### src/rtl/core/gwm_pkg.sv
package gwm_pkg;

	localparam int PATTERN_MAX_DEF = 32;

	localparam logic [7:0] CH_STAR     = 8'h2A;
	localparam logic [7:0] CH_QUESTION = 8'h3F;
	localparam logic [7:0] CH_DOT      = 8'h2E;

	typedef enum logic {
		ACT_PATTERN = 1'b0,
		ACT_NAME    = 1'b1
	} gwm_action_t;

	// one accepted input beat as seen by the cell row
	typedef struct packed {
		logic       pat_beat;
		logic       name_beat;
		logic       first;
		logic [7:0] ch;
	} gwm_ctl_t;

	typedef struct packed {
		logic matched;
		logic overflow;
	} gwm_res_t;

endpackage

### src/rtl/core/gwm_if.sv
interface gwm_item_if;
	logic       valid;
	logic       ready;
	logic       action;
	logic [7:0] char_in;
	logic       first;
	logic       last;

	modport source (output valid, action, char_in, first, last, input ready);
	modport sink (input valid, action, char_in, first, last, output ready);
endinterface

interface gwm_result_if;
	logic valid;
	logic ready;
	logic matched;
	logic pattern_overflow;

	modport source (output valid, matched, pattern_overflow, input ready);
	modport sink (input valid, matched, pattern_overflow, output ready);
endinterface

interface gwm_cfg_if;
	logic valid;
	logic ready;
	logic hide_dot_names;

	modport source (output valid, hide_dot_names, input ready);
	modport sink (input valid, hide_dot_names, output ready);
endinterface

### src/rtl/core/glob_wildcard_matcher.sv
// Shell-style wildcard matcher ('*' any run, '?' any one byte).
// item: one byte per beat. action selects pattern load or name match;
//   first starts a new pattern or name, last marks the final name byte.
// result: one beat per name, after the beat with last set, carrying
//   matched and pattern_overflow. Pattern beats give no result.
// cfg: writes hide_dot_names; always ready, write only while idle.
// Unstalled throughput is one item per cycle: every position has its own
//   cell, and all cells update in parallel with a star closure in one add.
// Latency: the result is valid the cycle after the last name byte is taken.
// A pending result sits in the output register; item keeps flowing while
//   result is taken, and item.ready drops only while a result waits and
//   result.ready is low.
// Reset: no pattern stored, no active positions, hide_dot_names = 1,
//   result channel empty. Bytes beyond PATTERN_MAX set pattern_overflow.
module glob_wildcard_matcher #(
	parameter int PATTERN_MAX = gwm_pkg::PATTERN_MAX_DEF
) (
	input logic          clk,
	input logic          arst_n,
	gwm_item_if.sink     item,
	gwm_result_if.source result,
	gwm_cfg_if.sink      cfg
);
	import gwm_pkg::*;

	logic     hide_q;
	logic     out_valid_q;
	logic     matched_q;
	logic     ovf_q;
	logic     accept;
	logic     is_name;
	gwm_ctl_t ctl;
	gwm_res_t res;

	assign cfg.ready  = 1'b1;
	assign item.ready = ~out_valid_q | result.ready;
	assign accept     = item.valid & item.ready;
	assign is_name    = (gwm_action_t'(item.action) == ACT_NAME);

	assign ctl.pat_beat  = accept & ~is_name;
	assign ctl.name_beat = accept & is_name;
	assign ctl.first     = item.first;
	assign ctl.ch        = item.char_in;

	gwm_row #(
		.PATTERN_MAX (PATTERN_MAX)
	) u_row (
		.clk      (clk),
		.arst_n   (arst_n),
		.ctl      (ctl),
		.hide_dot (hide_q),
		.res      (res)
	);

	always_ff @(posedge clk or negedge arst_n) begin
		if (!arst_n) begin
			hide_q <= 1'b1;
		end else if (cfg.valid) begin
			hide_q <= cfg.hide_dot_names;
		end
	end

	always_ff @(posedge clk or negedge arst_n) begin
		if (!arst_n) begin
			out_valid_q <= 1'b0;
		end else if (ctl.name_beat && item.last) begin
			out_valid_q <= 1'b1;
		end else if (result.ready) begin
			out_valid_q <= 1'b0;
		end
	end

	always_ff @(posedge clk) begin
		if (ctl.name_beat && item.last) begin
			matched_q <= res.matched;
			ovf_q     <= res.overflow;
		end
	end

	assign result.valid            = out_valid_q;
	assign result.matched          = matched_q;
	assign result.pattern_overflow = ovf_q;

endmodule

### src/rtl/core/gwm_cell.sv
module gwm_cell (
	input  logic              clk,
	input  logic              arst_n,
	input  gwm_pkg::gwm_ctl_t ctl,
	input  logic              wr_en,
	input  logic              start_bit,
	input  logic              act_d,
	output logic              stay,
	output logic              hop,
	output logic              star
);
	import gwm_pkg::*;

	logic [7:0] pat_q;
	logic       used_q;
	logic       act_q;
	logic       cur;
	logic       is_star;
	logic       hit;

	always_ff @(posedge clk) begin
		if (wr_en) begin
			pat_q <= ctl.ch;
		end
	end

	always_ff @(posedge clk or negedge arst_n) begin
		if (!arst_n) begin
			used_q <= 1'b0;
			act_q  <= 1'b0;
		end else if (ctl.pat_beat) begin
			// a new pattern drops every cell but the one written now
			used_q <= wr_en | (used_q & ~ctl.first);
			act_q  <= 1'b0;
		end else if (ctl.name_beat) begin
			act_q <= act_d;
		end
	end

	// a new name starts from the precomputed leading-star closure
	assign cur     = ctl.first ? start_bit : act_q;
	assign is_star = used_q & (pat_q == CH_STAR);
	assign hit     = (pat_q == CH_QUESTION) | (pat_q == ctl.ch);

	assign star = is_star;
	assign stay = cur & is_star;
	assign hop  = cur & used_q & ~is_star & hit;

endmodule

### src/rtl/core/gwm_row.sv
module gwm_row #(
	parameter int PATTERN_MAX = gwm_pkg::PATTERN_MAX_DEF
) (
	input  logic              clk,
	input  logic              arst_n,
	input  gwm_pkg::gwm_ctl_t ctl,
	input  logic              hide_dot,
	output gwm_pkg::gwm_res_t res
);
	import gwm_pkg::*;

	localparam int N  = PATTERN_MAX;
	localparam int LW = $clog2(N + 1);

	logic [N-1:0]  stay;
	logic [N-1:0]  hop;
	logic [N-1:0]  star;
	logic [N-1:0]  wr_en;
	logic [N:0]    raw;
	logic [N:0]    smask;
	logic [N:0]    fill;
	logic [N:0]    closed;
	logic [N:0]    start_q;
	logic [LW-1:0] len_q;
	logic [LW-1:0] widx;
	logic          ovf_q;
	logic          dot_q;
	logic          hidden_q;
	logic          hidden_now;
	logic          ch_star;
	logic          ch_dot;

	assign ch_star = (ctl.ch == CH_STAR);
	assign ch_dot  = (ctl.ch == CH_DOT);
	assign widx    = ctl.first ? '0 : len_q;

	for (genvar i = 0; i < N; i++) begin : g_cell
		assign wr_en[i] = ctl.pat_beat & (widx == LW'(i));

		gwm_cell u_cell (
			.clk       (clk),
			.arst_n    (arst_n),
			.ctl       (ctl),
			.wr_en     (wr_en[i]),
			.start_bit (start_q[i]),
			.act_d     (closed[i]),
			.stay      (stay[i]),
			.hop       (hop[i]),
			.star      (star[i])
		);
	end

	// star runs behave like carry propagation: the add spreads a set bit
	// through a run of stars up to the first non-star position
	assign raw    = {hop, 1'b0} | {1'b0, stay};
	assign smask  = {1'b0, star};
	assign fill   = ((raw & smask) + smask) ^ smask;
	assign closed = raw | fill;

	always_ff @(posedge clk or negedge arst_n) begin
		if (!arst_n) begin
			len_q    <= '0;
			start_q  <= (N + 1)'(1);
			ovf_q    <= 1'b0;
			dot_q    <= 1'b0;
			hidden_q <= 1'b0;
		end else if (ctl.pat_beat) begin
			if (ctl.first) begin
				len_q   <= LW'(1);
				ovf_q   <= 1'b0;
				dot_q   <= ch_dot;
				start_q <= (N + 1)'(1) | (ch_star ? (N + 1)'(2) : '0);
			end else if (len_q != LW'(N)) begin
				// a pattern loaded without first still starts at position zero
				if (len_q == '0) begin
					dot_q <= ch_dot;
				end
				len_q                   <= len_q + LW'(1);
				start_q[len_q + LW'(1)] <= start_q[len_q] & ch_star;
			end else begin
				ovf_q <= 1'b1;
			end
		end else if (ctl.name_beat && ctl.first) begin
			hidden_q <= ch_dot;
		end
	end

	assign hidden_now = ctl.first ? ch_dot : hidden_q;

	assign res.matched  = closed[len_q] & ~ovf_q & ~(hide_dot & hidden_now & ~dot_q);
	assign res.overflow = ovf_q;

endmodule

### src/flat_wrapper.sv
// flat-port wrapper written by rule: the top's interface ports become plain ports
module glob_wildcard_matcher_flat import gwm_pkg::*;
#(
	parameter int PATTERN_MAX = gwm_pkg::PATTERN_MAX_DEF
)
  (clk, arst_n, item_valid, item_action, item_char_in, item_first, item_last, item_ready, result_valid, result_matched, result_pattern_overflow, result_ready, cfg_valid, cfg_hide_dot_names, cfg_ready);
  gwm_item_if item_i ();
  gwm_result_if result_i ();
  gwm_cfg_if cfg_i ();
  input logic clk;
  input logic arst_n;
  input wire logic [$bits(item_i.valid)-1:0] item_valid;
  input wire logic [$bits(item_i.action)-1:0] item_action;
  input wire logic [$bits(item_i.char_in)-1:0] item_char_in;
  input wire logic [$bits(item_i.first)-1:0] item_first;
  input wire logic [$bits(item_i.last)-1:0] item_last;
  output wire logic [$bits(item_i.ready)-1:0] item_ready;
  output wire logic [$bits(result_i.valid)-1:0] result_valid;
  output wire logic [$bits(result_i.matched)-1:0] result_matched;
  output wire logic [$bits(result_i.pattern_overflow)-1:0] result_pattern_overflow;
  input wire logic [$bits(result_i.ready)-1:0] result_ready;
  input wire logic [$bits(cfg_i.valid)-1:0] cfg_valid;
  input wire logic [$bits(cfg_i.hide_dot_names)-1:0] cfg_hide_dot_names;
  output wire logic [$bits(cfg_i.ready)-1:0] cfg_ready;
  assign item_i.valid = item_valid;
  assign item_i.action = item_action;
  assign item_i.char_in = item_char_in;
  assign item_i.first = item_first;
  assign item_i.last = item_last;
  assign item_ready = item_i.ready;
  assign result_valid = result_i.valid;
  assign result_matched = result_i.matched;
  assign result_pattern_overflow = result_i.pattern_overflow;
  assign result_i.ready = result_ready;
  assign cfg_i.valid = cfg_valid;
  assign cfg_i.hide_dot_names = cfg_hide_dot_names;
  assign cfg_ready = cfg_i.ready;
  glob_wildcard_matcher #(.PATTERN_MAX(PATTERN_MAX)) u_core (.clk(clk), .arst_n(arst_n), .item(item_i), .result(result_i), .cfg(cfg_i));
endmodule
### config.mk
export PLATFORM = sky130hd
export DESIGN_NAME = glob_wildcard_matcher_flat
export DESIGN_NICKNAME = d
export VERILOG_FILES = /design/src/rtl/core/gwm_pkg.sv /design/src/rtl/core/gwm_if.sv /design/src/rtl/core/glob_wildcard_matcher.sv /design/src/rtl/core/gwm_cell.sv /design/src/rtl/core/gwm_row.sv /design/src/flat_wrapper.sv
export SDC_FILE = /design/constraint.sdc
export NUM_CORES = 1
export LEC_CHECK = 0
export BUFFER_PORTS_ARGS = -buffer_cell sky130_fd_sc_hd__clkbuf_2
export CELL_PAD_IN_SITES_DETAIL_PLACEMENT = 0
export CELL_PAD_IN_SITES_GLOBAL_PLACEMENT = 2
export CORE_ASPECT_RATIO = 0.8
export CORE_UTILIZATION = 49
export CTS_BUF_LIST = sky130_fd_sc_hd__clkbuf_8
export DETAILED_ROUTE_END_ITERATION = 10
export GPL_ROUTABILITY_DRIVEN = 0
export PLACE_DENSITY = 0.94
export SYNTH_ARGS = -nofsm -noshare
export SYNTH_HDL_FRONTEND = slang
export SYNTH_HIERARCHICAL = 1
export SYNTH_SLANG_ARGS = --single-unit
export TNS_END_PERCENT = 5
### constraint.sdc
create_clock -name clk -period 20.4 [get_ports clk]
set_clock_uncertainty 0.05 [all_clocks]
set_input_delay 4.08 -clock clk [delete_from_list [all_inputs] [get_ports clk]]
set_output_delay 4.08 -clock clk [all_outputs]
set_load 0.1 [all_outputs]
==> flow_metrics.py, run 1 <==
metrics = {
    "outcome": {
        "status": "finished clean",
    },
    "drt": {
        "drc": 0,
        "ant_nets": 0,
        "wl_microns": 55000,
        "vias": 15000,
        "first_pass_iters": 5,
        "wl_per_cell_microns": 22.1,
        "via_per_inst": 6.03,
        "drtIter0Drc": 1293,
    },
    "sta": {
        "fin_setup_tns_ns": 0,
        "final_max_slew_viol_count": 0,
        "clock.fmax_mhz": 113,
        "slew_headroom_pct": 14.9,
        "rsz0062_at_grt": "no",
        "min_period_ns": 8.86,
        "setup_ws_ns": 11.54,
        "tightest_slew_ns": 1.27,
        "finalHoldViolations": 0,
        "fin_crit_sh_pct": 43.5,
        "setup_viol": 0,
    },
    "setup_path": {
        "cp_slowest_cell": "clkbuf_2",
        "path_common_cell": "clkbuf_2",
        "worstPathRequired_ns": 16.27,
        "rr_worst_depth": 16,
        "arrival_ns": 4.73,
        "crit_type": "in -> out",
        "end_kind": "output port",
        "path_depth": 4,
        "startpoint_type": "input port",
        "cp_cell_sequence": "clkbuf_2 > nor2b_4 > inv_2 > clkbuf_2",
        "crit_buf_inv": 3,
        "cpLargestDelayFamily": "buffers and inverters",
        "critPathMaxStageDelay_ns": 0.36,
        "cp_max_fo": 3,
    },
    "synth": {
        "synth_mux_area_share_pct": 5.09,
        "postSynthCellCount": 1830,
        "ys.warnings.count": 6,
        "synthFlopType": "edfxtp_1",
        "synth_xor_area_share_pct": 11.3,
        "avgSynthCellArea_sq_um": 11.1,
        "synthArstFlopShare_pct": 29.5,
        "synth.distinct_cells": 85,
        "synth_edf_count": 258,
        "synth_simple_gate_area_share_pct": 19.6,
        "synth_top_family_by_area": "simple AND/OR/NAND/NOR gates",
        "synth_nets": 1850,
        "synth-compound-area-share_pct": 10.4,
        "yosysSeqAreaShare_pct": 51.7,
        "ys_ff_latch": 366,
        "synthAdderAreaFrac_pct": 0.186,
        "syn_area_sq_um": 20200,
    },
    "floorplanning": {
        "num_rows": 66,
        "die_w_microns": 229,
        "dieArea_sq_um": 42100,
        "num_io_pins": 22,
        "core-area_sq_um": 40600,
        "die_h_microns": 184,
        "initial_core_util_pct": 49.8,
    },
    "run": {
        "drv_cap": 0,
    },
    "final_layout": {
        "final_common_cell": "xnor2_1",
        "finalInstanceArea_sq_um": 22200,
        "diodes": 0,
        "syn_to_final_growth_pct": 10.0,
        "final_cell_mix": "xnor2_1 (260), edfxtp_1 (258), nor2_1 (232)",
        "fin_cells": 2490,
        "drive_gt1_share_pct": 10.9,
        "fin_nets": 1917,
    },
    "clocking": {
        "clockBufferDepth": 3,
        "insertion_delay_ns": 0.65,
        "cts_hold_buf": 0,
        "cts_buffers": 58,
        "clkTransAtPathRegs_ns": 0.06,
        "cts_tree": "built",
        "cts_resized": 0,
        "h-tree-depth": 2,
        "cts.sinks": 366,
        "post_cts_buffers": 0,
        "clockRootBuffer": "clkbuf_8",
    },
    "pwr": {
        "internal_power_w": 0.00122,
        "seq_power_share_pct": 49.2,
        "power_leakage_nw": 7.96,
        "power_w": 0.00169,
        "ir_drop_mv": 0.0686,
        "p_per_area_nw_per_um2": 75.9,
        "comb_power_share_pct": 11.9,
        "sw_frac_of_total_pct": 27.5,
        "switchingPower_w": 0.000464,
        "clkPwrFrac_pct": 38.9,
    },
    "place": {
        "preCtsSetupSlack_ns": 11.54,
        "dpl.hpwl_microns": 38800,
        "port_buffers": 20,
        "placed_area_sq_um": 21000,
        "dp.cells": 2381,
    },
    "hold_path": {
        "hold_class": "reg -> reg",
        "worstHoldPathCells": 0,
    },
    "global_route": {
        "antenna_found_initial": 0,
        "grt.total_usage_pct": 26.2,
        "grt_max_degree": 77,
        "grt_pass1_vias": 14400,
        "gr-total-overflow": 0,
        "grt_pass1_wl_microns": 85300,
    },
}
==> per-stage QoR <==
stage	util, %	hold slack, ns
3_3_place_gp	51.8	0.432
6_report	54.8	0.453
3_5_place_dp	51.8	0.436
5_1_grt	54.8	0.476
2_1_floorplan	-	0.425
4_1_cts	54.8	0.455
==> layer usage <==
metal  GRT usage [%]  up-vias  share of wire, %  routed length (microns)
li1                -     6977                 -                        -
met4            6.77        0               1.9                     1060
met1            40.2     7469                49                    26900
met3            3.88       85               6.4                     3500
met5               0        -                 0                        0
met2            38.6      482                43                    23500
==> cell families after synthesis <==
family / after synthesis
AO/OA/AOI/OAI: 280
XOR/XNOR: 261
adder cells (fa/ha/maj): 3
buffers and inverters: 85
flip-flops: 366
multiplexers: 86
other: 1
AND/OR/NAND/NOR: 748
==> synthesized netlist by cell type, drive strengths merged, types with 8 or more instances <==
cell / n / share of area [%]
o211ai: 24 / 0.94
dfrtp: 106 / 13
mux2i: 68 / 3.4
nor2: 232 / 4.3
o211a: 32 / 1.6
clkbuf: 22 / 0.41
or4: 36 / 1.9
nor3: 21 / 0.52
nor4: 17 / 0.59
nand2: 112 / 2.1
and3: 12 / 0.37
nand4: 109 / 3.4
edfxtp: 258 / 38
inv: 54 / 1.0
o31ai: 17 / 0.63
nor3b: 9 / 0.33
nor2b: 36 / 1.2
buf: 8 / 0.30
o21ai: 56 / 1.4
a21oi: 20 / 0.50
or3: 9 / 0.28
a31oi: 16 / 0.50
nand3: 70 / 1.7
mux4: 13 / 1.4
a31o: 10 / 0.43
a22o: 33 / 1.4
xnor2: 260 / 11
or2: 15 / 0.46
nand2b: 38 / 1.2
and2: 15 / 0.48
==> power by group through the flow <==
stage / logic [W] / registers, W / clock network [W]
global route: 0.000218 / 0.000831 / 0.000703
floorplan: 0.000127 / 0.000829 / 0
finish: 0.000202 / 0.000830 / 0.000657
global placement: 0.000198 / 0.000844 / 0
detailed placement: 0.000200 / 0.000844 / 0
CTS: 0.000201 / 0.000829 / 0.000673
==> cell type report <==
class / count / area (sq um)
fillers: 3536 / 18400
flip-flops and latches: 366 / 10500
multi-input cells: 1379 / 9440
clock buffers: 58 / 798
well taps: 544 / 681
clock inverters: 51 / 415
repair buffers: 37 / 253
inverters: 55 / 206
==> path summary, 6_finish.rpt <==
kind,startpoint,to,slack (ns)
min in group asynchronous,arst_n,u_core/u_row/g_cell[28].u_cell/used_q,3.43
max reg2reg,u_core/u_row/g_cell[1].u_cell/pat_q[6],u_core/result.matched,16.08
max in group asynchronous,arst_n,u_core/u_row/g_cell[11].u_cell/used_q,15.49
min,u_core/u_row/ovf_q,u_core/result.pattern_overflow,0.45
min reg2reg,u_core/u_row/ovf_q,u_core/result.pattern_overflow,0.45
max,result_ready,item_ready,11.54
==> registers in the layout, summed over array words and instances (netlist names) <==
| signal | flops |
|---|---|
| u_core/u_row/start_q | 33 |
| u_core/u_row/ovf_q | 1 |
| u_core/result.pattern_overflow | 1 |
| u_core/u_row/dot_q | 1 |
| u_core/u_row/len_q | 6 |
| u_core/hide_q | 1 |
| u_core/u_row/g_cell.u_cell/used_q | 32 |
| u_core/u_row/g_cell.u_cell/pat_q | 256 |
| u_core/u_row/g_cell.u_cell/act_q | 32 |
| u_core/result.matched | 1 |
| u_core/u_row/hidden_q | 1 |
| u_core/result.valid | 1 |
Note: power is estimated with default switching activity, not from simulation.
==> run 2: changes to the inputs <==
--- a/config.mk
+++ b/config.mk
@@ -9,11 +9,11 @@
 export CELL_PAD_IN_SITES_DETAIL_PLACEMENT = 0
 export CELL_PAD_IN_SITES_GLOBAL_PLACEMENT = 2
 export CORE_ASPECT_RATIO = 0.8
-export CORE_UTILIZATION = 49
+export CORE_UTILIZATION = 41
 export CTS_BUF_LIST = sky130_fd_sc_hd__clkbuf_8
 export DETAILED_ROUTE_END_ITERATION = 10
 export GPL_ROUTABILITY_DRIVEN = 0
-export PLACE_DENSITY = 0.94
+export PLACE_DENSITY = 0.84
 export SYNTH_ARGS = -nofsm -noshare
 export SYNTH_HDL_FRONTEND = slang
 export SYNTH_HIERARCHICAL = 1
==> constraint.sdc (replaced) <==
create_clock -name clk -period 7.82 [get_ports clk]
set_clock_uncertainty 0.05 [all_clocks]
set_input_delay 1.564 -clock clk [delete_from_list [all_inputs] [get_ports clk]]
set_output_delay 1.564 -clock clk [all_outputs]
set_load 0.1 [all_outputs]
==> run 2 against run 1 <==
Count of clock-buffer cells in the layout grew 14. Critical endpoint is now u_core/result.matched. Non-clock buffer count is 11 higher. Register-to-register slack lost 13 ns. Sequential cell count did not move. Power grew to 2.6 times the previous value. Global-route usage shrank 2.2 points. Sequential power increased to 2.6 times the previous value. Final cell count rose by 4.1%. Final area rose by 1.1%. Largest cell class unchanged. Combinational power grew to 2.6 times the previous value. Via count grew 1.6%.
==> flow_metrics.py, run 2 (synthesis gave the netlist of run 1 again) <==
metrics = {
    "clocking": {
        "clockBufferDepth": 3,
        "cts_resized": 0,
        "cts_buffers": 61,
        "clockRootBuffer": "clkbuf_8",
        "cts_hold_buf": 0,
        "cts_tree": "built",
        "cts.sinks": 366,
        "h-tree-depth": 2,
        "clkTransAtPathRegs_ns": 0.07,
        "post_cts_buffers": 0,
        "insertion_delay_ns": 0.68,
    },
    "setup_path": {
        "crit_type": "in -> reg",
        "startpoint_type": "input port",
        "cp_slowest_cell": "a2111oi_0",
        "path_common_cell": "buf_4",
        "worstPathRequired_ns": 8.20,
        "cp_cell_sequence": "buf_4 > buf_4 > mux2i_1 > nor2b_1 > o211a_1 > or2_1 > o21ai_1 > or4b_1 > o211ai_1 > a21bo_2 > o21ai_2 > a2111oi_0 > o22a_1 > o31ai_1",
        "critPathMaxStageDelay_ns": 0.58,
        "arrival_ns": 5.52,
        "cp_max_fo": 34,
        "end_kind": "flip-flop",
    },
    "sta": {
        "fin_setup_tns_ns": 0,
        "tightest_slew_ns": 1.25,
        "finalHoldViolations": 0,
        "min_period_ns": 5.14,
        "slew_headroom_pct": 16.2,
        "clock.fmax_mhz": 195,
        "rsz0062_at_grt": "no",
        "setup_ws_ns": 2.68,
        "final_max_slew_viol_count": 0,
        "setup_viol": 0,
        "fin_crit_sh_pct": 65.7,
    },
    "floorplanning": {
        "num_io_pins": 22,
        "num_rows": 72,
        "die_w_microns": 250,
        "core-area_sq_um": 48500,
        "die_h_microns": 201,
        "dieArea_sq_um": 50200,
        "initial_core_util_pct": 41.7,
    },
    "global_route": {
        "grt_pass1_vias": 14900,
        "use_met2_pct": 35.7,
        "gr-total-overflow": 0,
        "antenna_found_initial": 2,
        "grt.total_usage_pct": 24.0,
        "use_met1_pct": 35.9,
        "grt_pass1_wl_microns": 91800,
        "grt_max_degree": 57,
        "met3_usage_pct": 3.89,
        "gr-max-usage-layer": "met1",
    },
    "drt": {
        "drtIter0Drc": 1429,
        "ant_nets": 0,
        "first_pass_iters": 6,
        "vias": 15300,
        "via_per_inst": 5.88,
        "drc": 0,
        "wl_per_cell_microns": 23.3,
        "wl_microns": 60400,
    },
    "place": {
        "preCtsSetupSlack_ns": 2.06,
        "dp.cells": 2477,
        "dpl.hpwl_microns": 42600,
        "port_buffers": 20,
    },
    "pwr": {
        "p_per_area_nw_per_um2": 195,
        "power_leakage_nw": 8.09,
        "power_w": 0.00440,
        "ir_drop_mv": 0.230,
    },
    "final_layout": {
        "syn_to_final_growth_pct": 11.3,
        "final_common_cell": "xnor2_1",
        "drive_gt1_share_pct": 11.6,
        "final_cell_mix": "xnor2_1 (260), edfxtp_1 (258), nor2_1 (232)",
        "n_fill_cell": 4527,
        "regArea_sq_um": 10500,
        "largest_register": "u_core/u_row/g_cell.u_cell/pat_q",
        "multiInputGateArea_sq_um": 9450,
        "largest_register_ffs": 256,
        "reg_top3": "u_core/u_row/g_cell.u_cell/pat_q (256), u_core/u_row/start_q (33)",
        "fin_nets": 1931,
        "diodes": 0,
        "fin_cells": 2593,
    },
    "hold_path": {
        "hold_class": "reg -> reg",
    },
    "outcome": {
        "status": "finished clean",
    },
    "run": {
        "drv_cap": 0,
    },
}
==> run 2: cell types whose count changed in the layout (fill, tap and decap cells not counted), sizes merged <==
| cell | before | now |
|---|---|---|
| clkbuf | 68 | 82 |
| bufinv | 7 | 2 |
| clkinvlp | 1 | 2 |
| inv | 69 | 80 |
| clkinv | 29 | 15 |
| buf | 27 | 38 |
==> run 2: path summary, 6_finish.rpt <==
path	start	to	slack, ns	cells after the start
setup / recovery	item_first	u_core/result.matched	2.68	14
hold / removal	u_core/u_row/ovf_q	u_core/result.pattern_overflow	0.44	0
setup reg to reg	u_core/u_row/g_cell[1].u_cell/pat_q[6]	u_core/result.matched	3.28	16
hold reg to reg	u_core/u_row/ovf_q	u_core/result.pattern_overflow	0.44	0
max in group asynchronous	arst_n	u_core/u_row/g_cell[22].u_cell/used_q	5.44	2
min in group asynchronous	arst_n	u_core/u_row/g_cell[5].u_cell/used_q	0.93	1
==> run 2: per-layer routing <==
layer / vias up / part of all wire (%)
met2: 552 / 43
met4: 0 / 2.4
met3: 93 / 6.8
met1: 7603 / 47
li1: 7010 / -
met5: - / 0
==> run 2: final cells by class <==
| class | count | share of cell area [%] |
|---|---|---|
| tap | 629 | 3.50 |
| timing repair buffer | 48 | 1.66 |
| multi-input combinational | 1379 | 42.0 |
| inverter | 55 | 0.917 |
| clock buffer | 72 | 4.40 |
| sequential | 366 | 46.5 |
| clock inverter | 44 | 1.08 |
==> run 2: worst max-delay path, delay by kind of cell <==
kind / cells / cell delay [ns]
AO/OA/AOI/OAI: 8 / 1.75
multiplexers: 1 / 0.41
buffers and inverters: 2 / 0.86
AND/OR/NAND/NOR: 3 / 0.91
==> run 2: per-stage QoR <==
stage	hold slack, ns	util [%]	area (sq um)
after floorplan	0.425	-	20200
after global placement	0.431	43.9	21300
after detailed placement	0.433	43.9	21300
after CTS	0.446	46.4	22500
after global routing	0.456	46.4	22500
final	0.445	46.4	22500
==> run 2: report_power, final <==
group / switching, W / internal, W / total [W] / leakage [nW]
sequential: 0.0000653 / 0.00210 / 0.00217 / 3.79
combinational: 0.000368 / 0.000161 / 0.000529 / 3.56
clock: 0.000797 / 0.000903 / 0.00170 / 0.726
total: 0.00123 / 0.00317 / 0.00440 / 8.09
